--- src/design/usmc_pkg.sv ---
// Shared types, constants and the coordinate rounding function of the UV-sphere cell unit.
package usmc_pkg;

  localparam logic [8:0] MAX_RINGS = 9'd256;
  localparam logic [8:0] MAX_SEGMENTS = 9'd256;
  localparam logic [8:0] MIN_SEGMENTS = 9'd3;
  localparam logic [8:0] RING_COUNT_RST = 9'd8;
  localparam logic [8:0] SEGMENT_COUNT_RST = 9'd16;
  localparam int COORD_FRAC_BITS = 14;

  localparam int DIV_LAT = 32;
  localparam int TRIG_LAT = 23;
  localparam int HORNER_STEPS = 6;

  localparam logic [31:0] ONE_Q31 = 32'h8000_0000;
  localparam logic [31:0] HALF_PI_Q31 = 32'd3373259426;
  localparam logic [30:0] QUARTER = 31'h4000_0000;
  localparam logic [29:0] EIGHTH = 30'h2000_0000;

  localparam logic [7:0] SIN_DEN [HORNER_STEPS] = '{8'd1, 8'd110, 8'd72, 8'd42, 8'd20, 8'd6};
  localparam logic [7:0] COS_DEN [HORNER_STEPS] = '{8'd132, 8'd90, 8'd56, 8'd30, 8'd12, 8'd2};
  localparam logic [30:0] SIN_RCP [HORNER_STEPS] = '{
    31'd0,
    31'((64'd1 << 31) / 64'd110),
    31'((64'd1 << 31) / 64'd72),
    31'((64'd1 << 31) / 64'd42),
    31'((64'd1 << 31) / 64'd20),
    31'((64'd1 << 31) / 64'd6)
  };
  localparam logic [30:0] COS_RCP [HORNER_STEPS] = '{
    31'((64'd1 << 31) / 64'd132),
    31'((64'd1 << 31) / 64'd90),
    31'((64'd1 << 31) / 64'd56),
    31'((64'd1 << 31) / 64'd30),
    31'((64'd1 << 31) / 64'd12),
    31'((64'd1 << 31) / 64'd2)
  };

  localparam int UNIT_COORD = 1 << COORD_FRAC_BITS;
  localparam logic [15:0] NORTH_Z = 16'(UNIT_COORD > 32767 ? 32767 : UNIT_COORD);
  localparam logic [15:0] SOUTH_Z = 16'(-(UNIT_COORD > 32768 ? 32768 : UNIT_COORD));

  typedef enum logic {
    REG_RING_COUNT = 1'b0,
    REG_SEGMENT_COUNT = 1'b1
  } reg_index_t;

  typedef enum logic [1:0] {
    KIND_VERTEX = 2'd0,
    KIND_FACE = 2'd1,
    KIND_INVALID = 2'd2
  } kind_t;

  typedef enum logic [1:0] {
    CELL_INVALID,
    CELL_NORTH,
    CELL_SOUTH,
    CELL_BODY
  } cell_class_t;

  typedef struct packed {
    cell_class_t cls;
    logic [8:0] ring;
    logic [7:0] seg;
    logic [7:0] segn;
  } cell_info_t;

  typedef struct packed {
    cell_class_t cls;
    logic has_vertex;
    logic [1:0] nfaces;
    logic [15:0] x;
    logic [15:0] y;
    logic [15:0] z;
    logic [16:0] vid;
    logic [16:0] a0;
    logic [16:0] b0;
    logic [16:0] c0;
    logic [16:0] a1;
    logic [16:0] b1;
    logic [16:0] c1;
  } cell_result_t;

  // Rounds v >> sh half away from zero and saturates to 16-bit signed.
  function automatic logic [15:0] to_coord(input logic signed [65:0] v, input int sh);
    logic [65:0] mag;
    logic [65:0] r;
    logic [15:0] res;
    mag = v[65] ? 66'(-v) : 66'(v);
    r = (mag + (66'd1 << (sh - 1))) >> sh;
    if (v[65]) begin
      res = (r > 66'd32768) ? 16'h8000 : 16'(66'd0 - r);
    end else begin
      res = (r > 66'd32767) ? 16'h7fff : r[15:0];
    end
    return res;
  endfunction

endpackage

--- src/design/usmc_back.sv ---
// Back end: queues finished cells and emits their vertex and face results one per cycle while m_tready is high.
module usmc_back (
  input  logic                   clk,
  input  logic                   rst,
  input  logic                   push,
  input  usmc_pkg::cell_result_t entry,
  output logic                   full,
  output logic                   m_tvalid,
  input  logic                   m_tready,
  output logic [119:0]           m_tdata,
  output logic [1:0]             m_tuser,
  output logic                   m_tlast
);

  localparam int QDEPTH = 4;
  localparam int QAW = $clog2(QDEPTH);

  usmc_pkg::cell_result_t mem [QDEPTH];
  logic [QAW-1:0] wp;
  logic [QAW-1:0] rp;
  logic [QAW:0] count;
  logic [1:0] k;

  usmc_pkg::cell_result_t head;
  logic [1:0] total;
  logic last;
  logic ld;
  logic emit;
  logic pop;
  usmc_pkg::kind_t kind;
  logic [15:0] ox;
  logic [15:0] oy;
  logic [15:0] oz;
  logic [16:0] ovid;
  logic [16:0] oa;
  logic [16:0] ob;
  logic [16:0] oc;

  assign full = (count == (QAW+1)'(QDEPTH));

  always_comb begin
    head = mem[rp];
    total = (head.cls == usmc_pkg::CELL_INVALID) ? 2'd1 :
            2'(head.has_vertex) + head.nfaces;
    last = (k == total - 2'd1);
    ld = !m_tvalid || m_tready;
    emit = ld && (count != '0);
    pop = emit && last;
    kind = usmc_pkg::KIND_FACE;
    ox = '0;
    oy = '0;
    oz = '0;
    ovid = '0;
    oa = '0;
    ob = '0;
    oc = '0;
    if (head.cls == usmc_pkg::CELL_INVALID) begin
      kind = usmc_pkg::KIND_INVALID;
    end else if (head.has_vertex && k == 2'd0) begin
      kind = usmc_pkg::KIND_VERTEX;
      ox = head.x;
      oy = head.y;
      oz = head.z;
      ovid = head.vid;
    end else if ((k - 2'(head.has_vertex)) == 2'd0) begin
      oa = head.a0;
      ob = head.b0;
      oc = head.c0;
    end else begin
      oa = head.a1;
      ob = head.b1;
      oc = head.c1;
    end
  end

  always_ff @(posedge clk) begin
    if (push) begin
      mem[wp] <= entry;
    end
  end

  always_ff @(posedge clk) begin
    if (rst) begin
      wp <= '0;
      rp <= '0;
      count <= '0;
      k <= 2'd0;
      m_tvalid <= 1'b0;
    end else begin
      if (push) begin
        wp <= wp + 1'b1;
      end
      if (pop) begin
        rp <= rp + 1'b1;
      end
      count <= count + (QAW+1)'(push) - (QAW+1)'(pop);
      if (emit) begin
        k <= last ? 2'd0 : k + 2'd1;
      end
      if (ld) begin
        m_tvalid <= count != '0;
      end
    end
  end

  always_ff @(posedge clk) begin
    if (emit) begin
      m_tdata <= {4'd0, oc, ob, oa, ovid, oz, oy, ox};
      m_tuser <= kind;
      m_tlast <= last;
    end
  end

endmodule

--- config.mk ---
export PLATFORM = sky130hd
export DESIGN_NAME = usmc_back
export DESIGN_NICKNAME = d
export VERILOG_FILES = /design/src/design/usmc_pkg.sv /design/src/design/usmc_back.sv
export SDC_FILE = /design/constraint.sdc
export NUM_CORES = 1
export LEC_CHECK = 0
export BUFFER_PORTS_ARGS = -buffer_cell sky130_fd_sc_hd__buf_2
export CAP_MARGIN = 20
export CELL_PAD_IN_SITES_DETAIL_PLACEMENT = 1
export CELL_PAD_IN_SITES_GLOBAL_PLACEMENT = 1
export CORE_MARGIN = 1.5
export CORE_UTILIZATION = 50
export CTS_BUF_LIST = sky130_fd_sc_hd__clkbuf_2
export CTS_CLUSTER_SIZE = 24
export DETAILED_ROUTE_END_ITERATION = 10
export PLACE_DENSITY_LB_ADDON = 0.25
export RECOVER_POWER = 100
export SLEW_MARGIN = 20
export SYNTH_ARGS = -nofsm -noshare
export SYNTH_HDL_FRONTEND = slang
export SYNTH_SLANG_ARGS = --single-unit
--- constraint.sdc ---
create_clock -name clk -period 8.05 [get_ports clk]
set_input_delay 0.4025 -clock clk [delete_from_list [all_inputs] [get_ports clk]]
set_output_delay 0.4025 -clock clk [all_outputs]
set_load 0.1 [all_outputs]
=== Word-level counts from Yosys, hierarchy flattened ===
Memory sizes are Yosys's and may differ from the RTL's. A register that Yosys moved wholly into a read port is not among the register bits.
Index checks and enable logic that the tools add are counted.
W data, S select, Z words.

* Word-level logic and storage cells: 42
* Memories: 1
* Register bits after elaboration: 129
* RAM bits: 688
* Input bits: 176
* Output and inout port bits: 125

{| class="wikitable"
|+ Memory list
! name !! depth !! bits a word !! read ports !! clocked after Yosys merged registers in !! write ports !! RTL line !! RTL
|-
| mem || 4 || 172 || 1 || 1 || 1 || usmc_back.sv:18 || <nowiki>usmc_pkg::cell_result_t mem [QDEPTH];</nowiki>
|}

* Eq/ne operators: 2
* $add $sub $neg: 8
* Bitwise logic cells: 1
* Reductions and logical operators: 11
* Multiplexer cells: 10

{| class="wikitable"
|+ Operators by type and width
! cell !! number
|-
| $mux W17 || 3
|-
| $mux W2 || 4
|-
| $add A2 B1 Y2 const B || 3
|-
| $logic_not A2 Y1 || 3
|-
| $reduce_or A2 Y1 || 2
|-
| $add A3 B1 Y3 || 1
|-
| $eq A3 B3 Y1 const B || 1
|-
| $logic_and A1 B1 Y1 || 3
|-
| $mux W1 || 3
|-
| $reduce_bool A3 Y1 || 1
|-
| $sub A3 B1 Y3 || 1
|-
| $add A1 B2 Y2 || 1
|-
| $eq A2 B2 Y1 || 1
|-
| $sub A2 B1 Y2 || 1
|-
| $sub A2 B1 Y2 const B || 1
|-
| $logic_not A1 Y1 || 1
|-
| $logic_or A1 B1 Y1 || 1
|-
| $not A1 Y1 || 1
|}

=== Longest topological paths before layout ===
Gate-level depths: netlist of the first run.

* Depth in word-level cells: 7
* Gate-level depth with buffers: 16
* Gate-level depth less buffers: 13

=== Worst setup path after synthesis of the first run ===
OpenSTA, ideal clock, no wires.

* Path type: flip-flop to flip-flop
* Start: reg wp[0]
* End: mem mem[0][0] (netlist name) (enable)
* Arrival time: 4.465 ns
* Buffers on the path: 0
* Cell stages (with the launch flop): 4
* Setup slack: 3.033 ns
* Setup time: 0.552 ns
* Clock period less this slack: 5.017 ns
* Data required time: 7.498 ns
* Cells stage by stage: dfxtp_1 -> inv_1 -> ha_1 -> and2_1

{| class="wikitable"
|+ RTL lines
! element !! RTL line !! RTL
|-
| from (decl) || usmc_back.sv:19 || <nowiki>logic [QAW-1:0] wp;</nowiki>
|-
| from (signal assigned) || usmc_back.sv:91 || <nowiki>wp <= wp + 1'b1;</nowiki>
|-
| to (decl) || usmc_back.sv:18 ||
|}

Straight into the memory's write port.

==> summary.md, run 1 <==
| Metric | Value |
|---|---|
| Area contributors post-synth | `edfxtp_1 80%, mux4_2 10%, mux4_1 3.2%` |
| Worst clock skew | `109 ps` |
| IO Count | `301` |
| Sequential share of the synthesized area | `81.1%` |
| FF-to-FF path depth | `12` |
| Most instantiated library cell after synthesis | `edfxtp_1` |
| RePlAce Congestion | `0.705` |
| Area Growth Syn to Fin | `24.4%` |
| Grt ovf | `0` |
| Max Cap Viol | `11` |
| CORE AREA | `59400 µm²` |
| Setup TNS | `0 ps` |
| Clk_lat worst skew | `1330 ps` |
| Cell depth of the worst hold path | `3` |
| DRT Pass-1 Iters | `5` |
| Peak VDD IR | `0.210 mV` |
| FF/Latch Area | `24500 µm²` |
| Syn avg cell area | `24.2 µm²` |
| IO buf count | `296` |
| Hold Crit Class | `input port to register` |
| Clock-pin slew on the worst setup and hold paths | `120 ps` |
| Critical path required time | `9230 ps` |
| Ys async rst share | `0%` |
| Failing checks | `capacitance limit, slew limit` |
| EDFF count, synth | `807` |
| Fin. max-slew vios | `610` |
| Crit path kind | `register to register` |
| Worst Path Arrival | `7020 ps` |
| CP Capture Type | `register` |
| Largest net degree at the start of global routing | `122` |
| Final hold violation count | `0` |
| PD cells | `335 nW/µm²` |
| Initial antenna violation count | `10` |
| Global-route usage over all layers | `23.3%` |
| Die area | `61800 µm²` |
| Minimum clock period | `5850 ps` |
| Post-CTS setup buffers | `0` |
| Mapped Area | `30200 µm²` |
| Syn Inst Count | `1245` |
| Tcrit/Tclk final | `72.6%` |
| H-tree depth | `4` |
| Number of synthesis warnings | `0` |
| Status | `finished, violations left` |
| Total clock sinks | `819` |
| Dpl ws | `3580 ps` |
| Yosys top cell by area | `edfxtp_1` |
| Predominant post-synthesis flop cell | `edfxtp_1` |
| Fraction of layout cells with a size suffix above 1 | `28.6%` |
| Worst Setup Start Kind | `register` |
| Area of the multi-input gates | `5320 µm²` |
| Nets | `2232` |
| Synth cell count leaders | `807 x edfxtp_1, 134 x mux4_2, 66 x and3_1` |
| Leakage Power | `13.2 nW` |
| Via count | `15915` |
| Post-DP HPWL | `36.1 mm` |
| Crit Path Max Fanout | `67` |
| WL final | `70.5 mm` |
| DR vias/cell | `5.35` |
| Synth cell types | `42` |
| Worst slew pin tran | `4990 ps` |
| Residual DRC | `0` |
| # setup viols final | `0` |
| Post-synth top area share | `80.3%` |
| RSZ-0062 raised after global routing | `false` |
| Slew HR | `-233%` |
| FP Rows | `89` |
| Worst Setup Slack, final | `2200 ps` |
| Horiz. Die Dim | `249 µm` |
| #FFs+latches synth | `819` |
| Die height | `249 µm` |
| First-pass GRT wire length | `108 mm` |
| Final ANT Viol Nets | `0` |
| WL/cell | `23.7 µm` |
| Cts bufs inserted | `200` |
| Max Freq | `171 MHz` |
| Fillers | `5182` |
| CTS tree | `built` |
| Max Buffers Root-to-Sink | `3` |
| Initial core utilization | `50.8%` |
| DRT iter0 DRCs | `888` |
| Vias in the first global route | `17879` |
| Clock root buffer master | `clkbuf_2` |
-- per-layer routing --
| metal | up-vias | global-route usage [%] | routed length [µm] |
|---|---|---|---|
| met1 | 8250 | 27.9 | 27200 |
| met5 | - | 0 | 92 |
| met2 | 496 | 40.4 | 37400 |
| li1 | 7056 | - | - |
| met3 | 101 | 6.98 | 4600 |
| met4 | 12 | 8.13 | 1290 |
-- what timing repair did --
action | CTS | global route
gates resized for setup | 0 | 0
hold buffers | 351 | 0
hold endpoints to repair | 868 | 0
-- area by class of cell --
class / instances / area share, %
Antenna cell: 6 / 0.0400
Clock buffer: 292 / 3.89
Clock inverter: 57 / 0.783
Inverter: 10 / 0.103
Multi-Input combinational cell: 351 / 14.2
Sequential cell: 819 / 65.2
Tap cell: 773 / 2.58
Timing Repair Buffer: 665 / 13.2
-- worst max-delay path, cell delays in order (launching register included) --
cell and delay [ps]:
dfxtp_1 2000, mux4_2 530, buf_4 580, inv_1 280
a211o_1 350, a31oi_1 320, ha_1 300, inv_1 50
ha_1 130, inv_1 50, fa_1 490, nor2_1 40
dlygate4sd3_1 560
-- sequential cells by signal, indices dropped and copies added (netlist names), named ones only --
register / count
m_tlast: 1
m_tdata: 116
count: 3
rp: 2
wp: 2
m_tuser: 2
mem: 688
m_tvalid: 1
k: 2
-- power breakdown --
| part | internal (mW) | leakage (nW) | switching [mW] |
|---|---|---|---|
| logic | 0.917 | 4.24 | 3.40 |
| clock network | 1.03 | 1.35 | 1.63 |
| registers | 5.37 | 7.61 | 0.207 |
| total | 7.32 | 13.2 | 5.24 |
-- path summary, 6_finish.rpt --
| path | from | slack [ps] | to |
|---|---|---|---|
| setup reg to reg | register | 2200 | count[1]$_SDFF_PP0_ |
| hold reg to reg | k[0]$_SDFFE_PP0P_ | 550 | k[0]$_SDFFE_PP0P_ |
| hold / removal | entry[36] | 430 | mem[1][36]$_DFFE_PP_ |
| setup / recovery | register | 2200 | count[1]$_SDFF_PP0_ |
-- through the flow --
stage | power, mW | cell area, µm² | util [%] | hold slack (ps) | instances
finish | 12.6 | 37500 | 63.2 | 434 | 2973
global route | 13.1 | 37500 | 63.2 | 283 | 2970
CTS | 12.7 | 37700 | 63.5 | 17.6 | 2967
detailed placement | 9.92 | 32400 | 54.7 | 533 | 2267
global placement | 9.85 | 32400 | 54.7 | 502 | 2267
floorplan | 9.11 | 30200 | - | 491 | 1248
-- cells by family after synthesis --
logic type	count (synthesis)	share of synthesized area, %
compound gates	61	1.70
flops	819	81.1
mux	172	13.3
xor+xnor	5	0.170
buf+inv	78	1.33
fa+ha+maj	9	0.398
other cells	1	0.0124
simple gates	100	2.01
-- cell usage in the layout, fill, tap and decap left out, types with 8 or more instances in the layout --
cell type and instances:
a22o_1 51, and3_1 66, buf_2 161, buf_4 11, clkbuf_1 135, clkbuf_2 298
clkinv_1 42, dfxtp_1 11, dlygate4sd3_1 351, edfxtp_1 807, ha_1 8, inv_1 8
mux4_1 37, mux4_2 134
(Power assumes the default switching activity.)
==> run 2: changes to the inputs <==
ABC_AREA = 1   (was unset)
clock period = 5.4 ns   (was 8.05 ns; I/O delays follow)
==> summary.md, run 2 <==
| Metric | Value |
|---|---|
| Status | `finished, violations left (unchanged)` |
| Failing checks | `capacitance limit, slew limit (unchanged)` |
| WL/cell | `22.6 µm (was 23.7 µm)` |
| Number of flip-flops in the largest register | `688 (unchanged)` |
| Most common cell after layout, fill and taps aside | `edfxtp_1 (unchanged)` |
| Crit path kind | `register to register (unchanged)` |
| Final ANT Viol Nets | `0 (unchanged)` |
| Adder-Cell Fraction of Synth Area | `0.389% (was 0.398%)` |
| Worst Path Arrival | `5470 ps (was 7020 ps)` |
| Post-CTS Resized | `0 (unchanged)` |
| Clk_lat worst skew | `1400 ps (was 1330 ps)` |
| Worst clock skew | `115 ps (was 109 ps)` |
| Grt ovf | `0 (unchanged)` |
| Fillers | `6133 (was 5182)` |
| Nets | `3123 (was 2232)` |
| Critical path cell sequence | `inv_1 -> ha_1 -> nand2_1 -> clkinvlp_4 -> clkbuf_2 (was mux4_2 -> buf_4 -> inv_1 -> a211o_1 -> a31oi_1 -> ha_1 -> inv_1 -> ha_1 -> inv_1 -> fa_1 -> nor2_1 -> dlygate4sd3_1)` |
| WL final | `87.6 mm (was 70.5 mm)` |
| Number of synthesis warnings | `0 (unchanged)` |
| Sequential share of the synthesized area | `79.3% (was 81.1%)` |
| First-pass GRT wire length | `134 mm (was 108 mm)` |
| Max Cap Viol | `9 (was 11)` |
| Global-route usage over all layers | `28.0% (was 23.3%)` |
| Fraction of layout cells with a size suffix above 1 | `16.4% (was 28.6%)` |
| Hold Crit Class | `input port to register (unchanged)` |
| RePlAce Congestion | `0.771 (was 0.705)` |
| Syn Inst Count | `2204 (was 1245)` |
| Most frequent cells in the layout | `807 x edfxtp_1, 578 x nor2_1, 391 x o21ai_0 (was 807 x edfxtp_1, 351 x dlygate4sd3_1, 298 x clkbuf_2)` |
| EDFF count, synth | `807 (unchanged)` |
| Clock-pin slew on the worst setup and hold paths | `110 ps (was 120 ps)` |
| Final cell count without fillers | `3879 (was 2973)` |
| #FFs+latches synth | `819 (unchanged)` |
| Die height | `251 µm (was 249 µm)` |
| Tcrit/Tclk final | `86.3% (was 72.6%)` |
| Fin. max-slew vios | `632 (was 610)` |
| Largest net degree at the start of global routing | `137 (was 122)` |
| CP Capture Type | `register (unchanged)` |
| Max Buffers Root-to-Sink | `3 (unchanged)` |
| Slowest CP cell | `clkinvlp_4 (was dfxtp_1)` |
| Post-DP HPWL | `42.9 mm (was 36.1 mm)` |
| Dpl cell area | `32900 µm² (was 32400 µm²)` |
| Initial antenna violation count | `17 (was 10)` |
| Mapped Area | `30900 µm² (was 30200 µm²)` |
| Vias in the first global route | `23747 (was 17879)` |
| Critical path required time | `6220 ps (was 9230 ps)` |
| Multiplexer area fraction after synthesis | `0% (was 13.3%)` |
| Post-CTS setup buffers | `0 (unchanged)` |
| Post-synth top area share | `78.5% (was 80.3%)` |
| Worst Setup Start Kind | `register (unchanged)` |
| Synth Area in Compound Gates | `9.65% (was 1.70%)` |
| Max stage delay on crit path | `2090 ps (was 2000 ps)` |
| Predominant post-synthesis flop cell | `edfxtp_1 (unchanged)` |
| DRT Pass-1 Iters | `7 (was 5)` |
| Yosys top cell by area | `edfxtp_1 (unchanged)` |
| Util after Layout | `62.6% (was 63.2%)` |
| Crit Path Max Fanout | `106 (was 67)` |
| Min Hold Slack | `233 ps (was 434 ps)` |
| XOR/XNOR Fraction of Synth Area | `0.0284% (was 0.170%)` |
| Area contributors post-synth | `edfxtp_1 78%, nor2_1 7.0%, o21ai_0 5.8% (was edfxtp_1 80%, mux4_2 10%, mux4_1 3.2%)` |
| Ys async rst share | `0% (unchanged)` |
| Biggest regs | `mem x688, m_tdata x116, count x3 (unchanged)` |
| Placed cells | `3167 (was 2267)` |
| Syn avg cell area | `14.0 µm² (was 24.2 µm²)` |
| FP Rows | `90 (was 89)` |
| Final hold violation count | `0 (unchanged)` |
| Largest register by flop count | `mem (unchanged)` |
| Max Freq | `215 MHz (was 171 MHz)` |
| Worst slew pin tran | `3090 ps (was 4990 ps)` |
| CTS tree | `built (unchanged)` |
| Most instantiated library cell after synthesis | `edfxtp_1 (unchanged)` |
| # setup viols final | `0 (unchanged)` |
| Die area | `63200 µm² (was 61800 µm²)` |
| H-tree depth | `4 (unchanged)` |
| Hold-fix buffers at CTS | `351 (unchanged)` |
| Peak VDD IR | `0.593 mV (was 0.210 mV)` |
| DR vias/cell | `5.49 (was 5.35)` |
| Minimum clock period | `4660 ps (was 5850 ps)` |
| RSZ-0062 raised after global routing | `false (unchanged)` |
| Initial core utilization | `50.9% (was 50.8%)` |
| Largest family of logic cells by synthesized area | `compound AO/OA/AOI/OAI gates (was multiplexers)` |
| Synth cell types | `28 (was 42)` |
| PD cells | `581 nW/µm² (was 335 nW/µm²)` |
| Total clock sinks | `819 (unchanged)` |
| IO Count | `301 (unchanged)` |
| Clock root buffer master | `clkbuf_2 (unchanged)` |
| Simple-Gate Fraction of Synth Area | `7.92% (was 2.01%)` |
| Horiz. Die Dim | `251 µm (was 249 µm)` |
| Setup TNS | `0 ps (unchanged)` |
| IO buf count | `296 (unchanged)` |
| Synth cell count leaders | `807 x edfxtp_1, 578 x nor2_1, 358 x o21ai_0 (was 807 x edfxtp_1, 134 x mux4_2, 66 x and3_1)` |
| Final instance area | `38000 µm² (was 37500 µm²)` |
| Area Growth Syn to Fin | `23.0% (was 24.4%)` |
| CORE AREA | `60700 µm² (was 59400 µm²)` |
| Slew HR | `-106% (was -233%)` |
| Cts bufs inserted | `200 (unchanged)` |
| Leakage Power | `13.5 nW (was 13.2 nW)` |
| DRT iter0 DRCs | `1284 (was 888)` |
| Residual DRC | `0 (unchanged)` |
| Via count | `21314 (was 15915)` |
[run 2: logic make-up after synthesis]
kind of cell	after synthesis
AO/OA/AOI/OAI	568
XOR/XNOR	1
other	1
adder cells (fa/ha/maj)	9
flip-flops	819
AND/OR/NAND/NOR	633
buffers and inverters	173
[run 2: cell type report]
cell class | instances | area [µm²] | share of cell area, %
clock inverters | 63 | 345 | 0.909
multi-input cells | 1215 | 5560 | 14.6
flip-flops and latches | 819 | 24500 | 64.4
well taps | 782 | 978 | 2.58
inverters | 33 | 151 | 0.399
repair buffers | 669 | 5010 | 13.2
diodes | 13 | 32.5 | 0.0856
clock buffers | 285 | 1430 | 3.76
[run 2: worst paths after layout]
check                          start              endpoint  slack, ps  cells past startpoint
hold / removal             entry[94]  mem[0][94]$_DFFE_PP_        230                      3
setup reg to reg  wp[1]$_SDFFE_PP0P_  mem[1][37]$_DFFE_PP_        740                      5
setup / recovery  wp[1]$_SDFFE_PP0P_  mem[1][37]$_DFFE_PP_        740                      5
hold reg to reg   wp[1]$_SDFFE_PP0P_    wp[1]$_SDFFE_PP0P_        560                      2
[run 2: critical path, delay by kind of cell, from the launching register on]
kind	cells	cell delay (ps)
fa+ha+maj	1	190
simple gates	1	110
buf+inv	3	3380
flops	1	370
[run 2: per-layer routing]
layer	vias to the layer above	routed length, µm	track usage, %	share of wire (%)
li1	9635	-	-	-
met1	10756	35100	33.7	40
met2	738	45100	48.9	52
met3	173	5150	6.38	5.9
met4	12	2170	11.0	2.5
met5	-	80	0	0.091
[run 2: report_power, final]
| part | total (mW) | leakage, nW | switching, mW | internal (mW) |
|---|---|---|---|---|
| clock | 4.08 | 1.34 | 2.52 | 1.56 |
| sequential | 8.58 | 7.62 | 0.412 | 8.17 |
| combinational | 9.41 | 4.55 | 7.70 | 1.71 |
[run 2: through the flow]
stage / total power, mW / worst slack, ps
4_1_cts: 22.1 / 1090
3_5_place_dp: 17.9 / 1550
2_1_floorplan: 15.8 / 906
3_3_place_gp: 17.6 / 1670
6_report: 22.1 / 741
5_1_grt: 23.2 / 425
==> run 3: changes to the inputs <==
ABC_AREA = unset   (was 1)
==> summary.md, run 3 (synthesis gave the netlist of run 1 again) <==
| Metric | Value |
|---|---|
| Setup TNS | `0 ps (unchanged)` |
| CORE AREA | `59400 µm² (was 60700 µm²)` |
| RR Endpoint | `mem[1][63]$_DFFE_PP_ (was mem[1][37]$_DFFE_PP_)` |
| # setup viols final | `0 (unchanged)` |
| Total clock sinks | `819 (unchanged)` |
| Final hold violation count | `0 (unchanged)` |
| Grt ovf | `0 (unchanged)` |
| Max Buffers Root-to-Sink | `3 (unchanged)` |
| Most common cell after layout, fill and taps aside | `edfxtp_1 (unchanged)` |
| R2R Setup Slk | `790 ps (was 740 ps)` |
| R2r startpoint | `wp[1]$_SDFFE_PP0P_ (unchanged)` |
| H-tree depth | `4 (unchanged)` |
| Crit path kind | `register to register (unchanged)` |
| Hold path endpoint | `mem[1][72]$_DFFE_PP_ (was mem[0][94]$_DFFE_PP_)` |
| Die height | `249 µm (was 251 µm)` |
| Worst clock skew | `111 ps (was 115 ps)` |
| Failing checks | `capacitance limit, slew limit (unchanged)` |
| Initial antenna violation count | `12 (was 17)` |
| Leakage Power | `13.2 nW (was 13.5 nW)` |
| Hold Crit Class | `input port to register (unchanged)` |
| Max Cap Viol | `10 (was 9)` |
| Post-CTS setup buffers | `0 (unchanged)` |
| RSZ-0062 raised after global routing | `false (unchanged)` |
| Nets | `2235 (was 3123)` |
| DRT Pass-1 Iters | `5 (was 7)` |
| CP Capture Type | `register (unchanged)` |
| Final ANT Viol Nets | `0 (unchanged)` |
| Worst Path Arrival | `5500 ps (was 5470 ps)` |
| Die area | `61800 µm² (was 63200 µm²)` |
| Largest register by flop count | `mem (unchanged)` |
| First-pass GRT wire length | `110 mm (was 134 mm)` |
| WL final | `72.2 mm (was 87.6 mm)` |
| Cts bufs inserted | `198 (was 200)` |
| Max Freq | `217 MHz (was 215 MHz)` |
| Worst slew pin tran | `3630 ps (was 3090 ps)` |
| Area Growth Syn to Fin | `24.6% (was 23.0%)` |
| Fin. max-slew vios | `443 (was 632)` |
| Fraction of layout cells with a size suffix above 1 | `28.4% (was 16.4%)` |
| Horiz. Die Dim | `249 µm (was 251 µm)` |
| RePlAce Congestion | `0.701 (was 0.771)` |
| CTS tree | `built (unchanged)` |
| Via count | `16035 (was 21314)` |
| Clock root buffer master | `clkbuf_2 (unchanged)` |
| Initial core utilization | `50.8% (was 50.9%)` |
| Minimum clock period | `4610 ps (was 4660 ps)` |
| Clock-pin slew on the worst setup and hold paths | `140 ps (was 110 ps)` |
| Hold_sp | `entry[72] (was entry[94])` |
| IO buf count | `296 (unchanged)` |
| Vias in the first global route | `18179 (was 23747)` |
| Final cell count without fillers | `2971 (was 3879)` |
| Placed cells | `2271 (was 3167)` |
| Residual DRC | `0 (unchanged)` |
| FF-to-FF path depth | `4 (was 5)` |
| Peak VDD IR | `0.442 mV (was 0.593 mV)` |
| Status | `finished, violations left (unchanged)` |
| Number of flip-flops in the largest register | `688 (unchanged)` |
| Biggest regs | `mem x688, m_tdata x116, count x3 (unchanged)` |
| Tcrit/Tclk final | `85.4% (was 86.3%)` |
| Global-route usage over all layers | `24.0% (was 28.0%)` |
| Clk_lat worst skew | `1390 ps (was 1400 ps)` |
| Setup crit start | `wp[1]$_SDFFE_PP0P_ (unchanged)` |
| PD cells | `500 nW/µm² (was 581 nW/µm²)` |
| Util after Layout | `63.3% (was 62.6%)` |
| Crit Path Max Fanout | `79 (was 106)` |
| Critical path required time | `6290 ps (was 6220 ps)` |
| DRT iter0 DRCs | `1021 (was 1284)` |
| WL/cell | `24.3 µm (was 22.6 µm)` |
| Cell depth of the worst hold path | `3 (unchanged)` |
| Worst Setup Start Kind | `register (unchanged)` |
| DR vias/cell | `5.40 (was 5.49)` |
| Most frequent cells in the layout | `807 x edfxtp_1, 352 x dlygate4sd3_1, 287 x clkbuf_2 (was 807 x edfxtp_1, 578 x nor2_1, 391 x o21ai_0)` |
| IO Count | `301 (unchanged)` |
| Largest net degree at the start of global routing | `84 (was 137)` |
| Post-DP HPWL | `36.8 mm (was 42.9 mm)` |
| FP Rows | `89 (was 90)` |
| Slew HR | `-142% (was -106%)` |
-- run 3: where the power goes --
group	internal, mW	switching (mW)	leakage [nW]
registers	7.99	0.309	7.61
logic	1.37	5.11	4.27
clock network	1.54	2.49	1.32
total	10.9	7.91	13.2
-- run 3: final cells by class --
class | count | area [µm²]
repair buffers | 670 | 5010
well taps | 773 | 967
multi-input cells | 351 | 5320
fillers | 5221 | 21800
clock buffers | 279 | 1400
clock inverters | 64 | 352
diodes | 5 | 12.5
inverters | 10 | 42.5
flip-flops and latches | 819 | 24500
-- run 3: worst max-delay path by stage --
stage,to,slack [ps],cells after the start
2_1_floorplan,mem[0][0]$_DFFE_PP_,380,3
3_3_place_gp,count[2]$_SDFF_PP0_,1330,13
3_5_place_dp,count[2]$_SDFF_PP0_,1240,13
4_1_cts,count[2]$_SDFF_PP0_,1220,13
5_1_grt,mem[1][11]$_DFFE_PP_,490,4
6_report,mem[1][63]$_DFFE_PP_,790,4
-- run 3: worst max-delay path, stage by stage, from the launching register on --
cell      delay [ps]
dfxtp_1          360
inv_1            100
ha_1             140
and2_1          2050
clkbuf_4        1340
-- run 3: per-layer routing --
layer  wire length (µm)  GRT usage, %  up-vias
met2              38500          41.7      506
met1              27900          28.7     8361
met5                 92             0        -
li1                   -             -     7042
met4               1460          8.55       14
met3               4290          6.71      112
-- run 3: what timing repair did --
action / CTS / global route
endpoints found under the hold margin: 1141 / 0
endpoints found under the setup margin: 0 / 0
hold buffers: 352 / 0
gates resized for setup: 0 / 0
-- run 3: stage by stage --
| stage | cell area [µm²] | hold slack [ps] | setup slack [ps] | total power, mW |
|---|---|---|---|---|
| floorplan | 30200 | 369 | 383 | 13.6 |
| global placement | 32500 | 481 | 1330 | 14.7 |
| detailed placement | 32500 | 486 | 1240 | 14.8 |
| CTS | 37800 | 12.3 | 1220 | 19.0 |
| global route | 37600 | 105 | 493 | 19.5 |
| finish | 37600 | 237 | 791 | 18.8 |
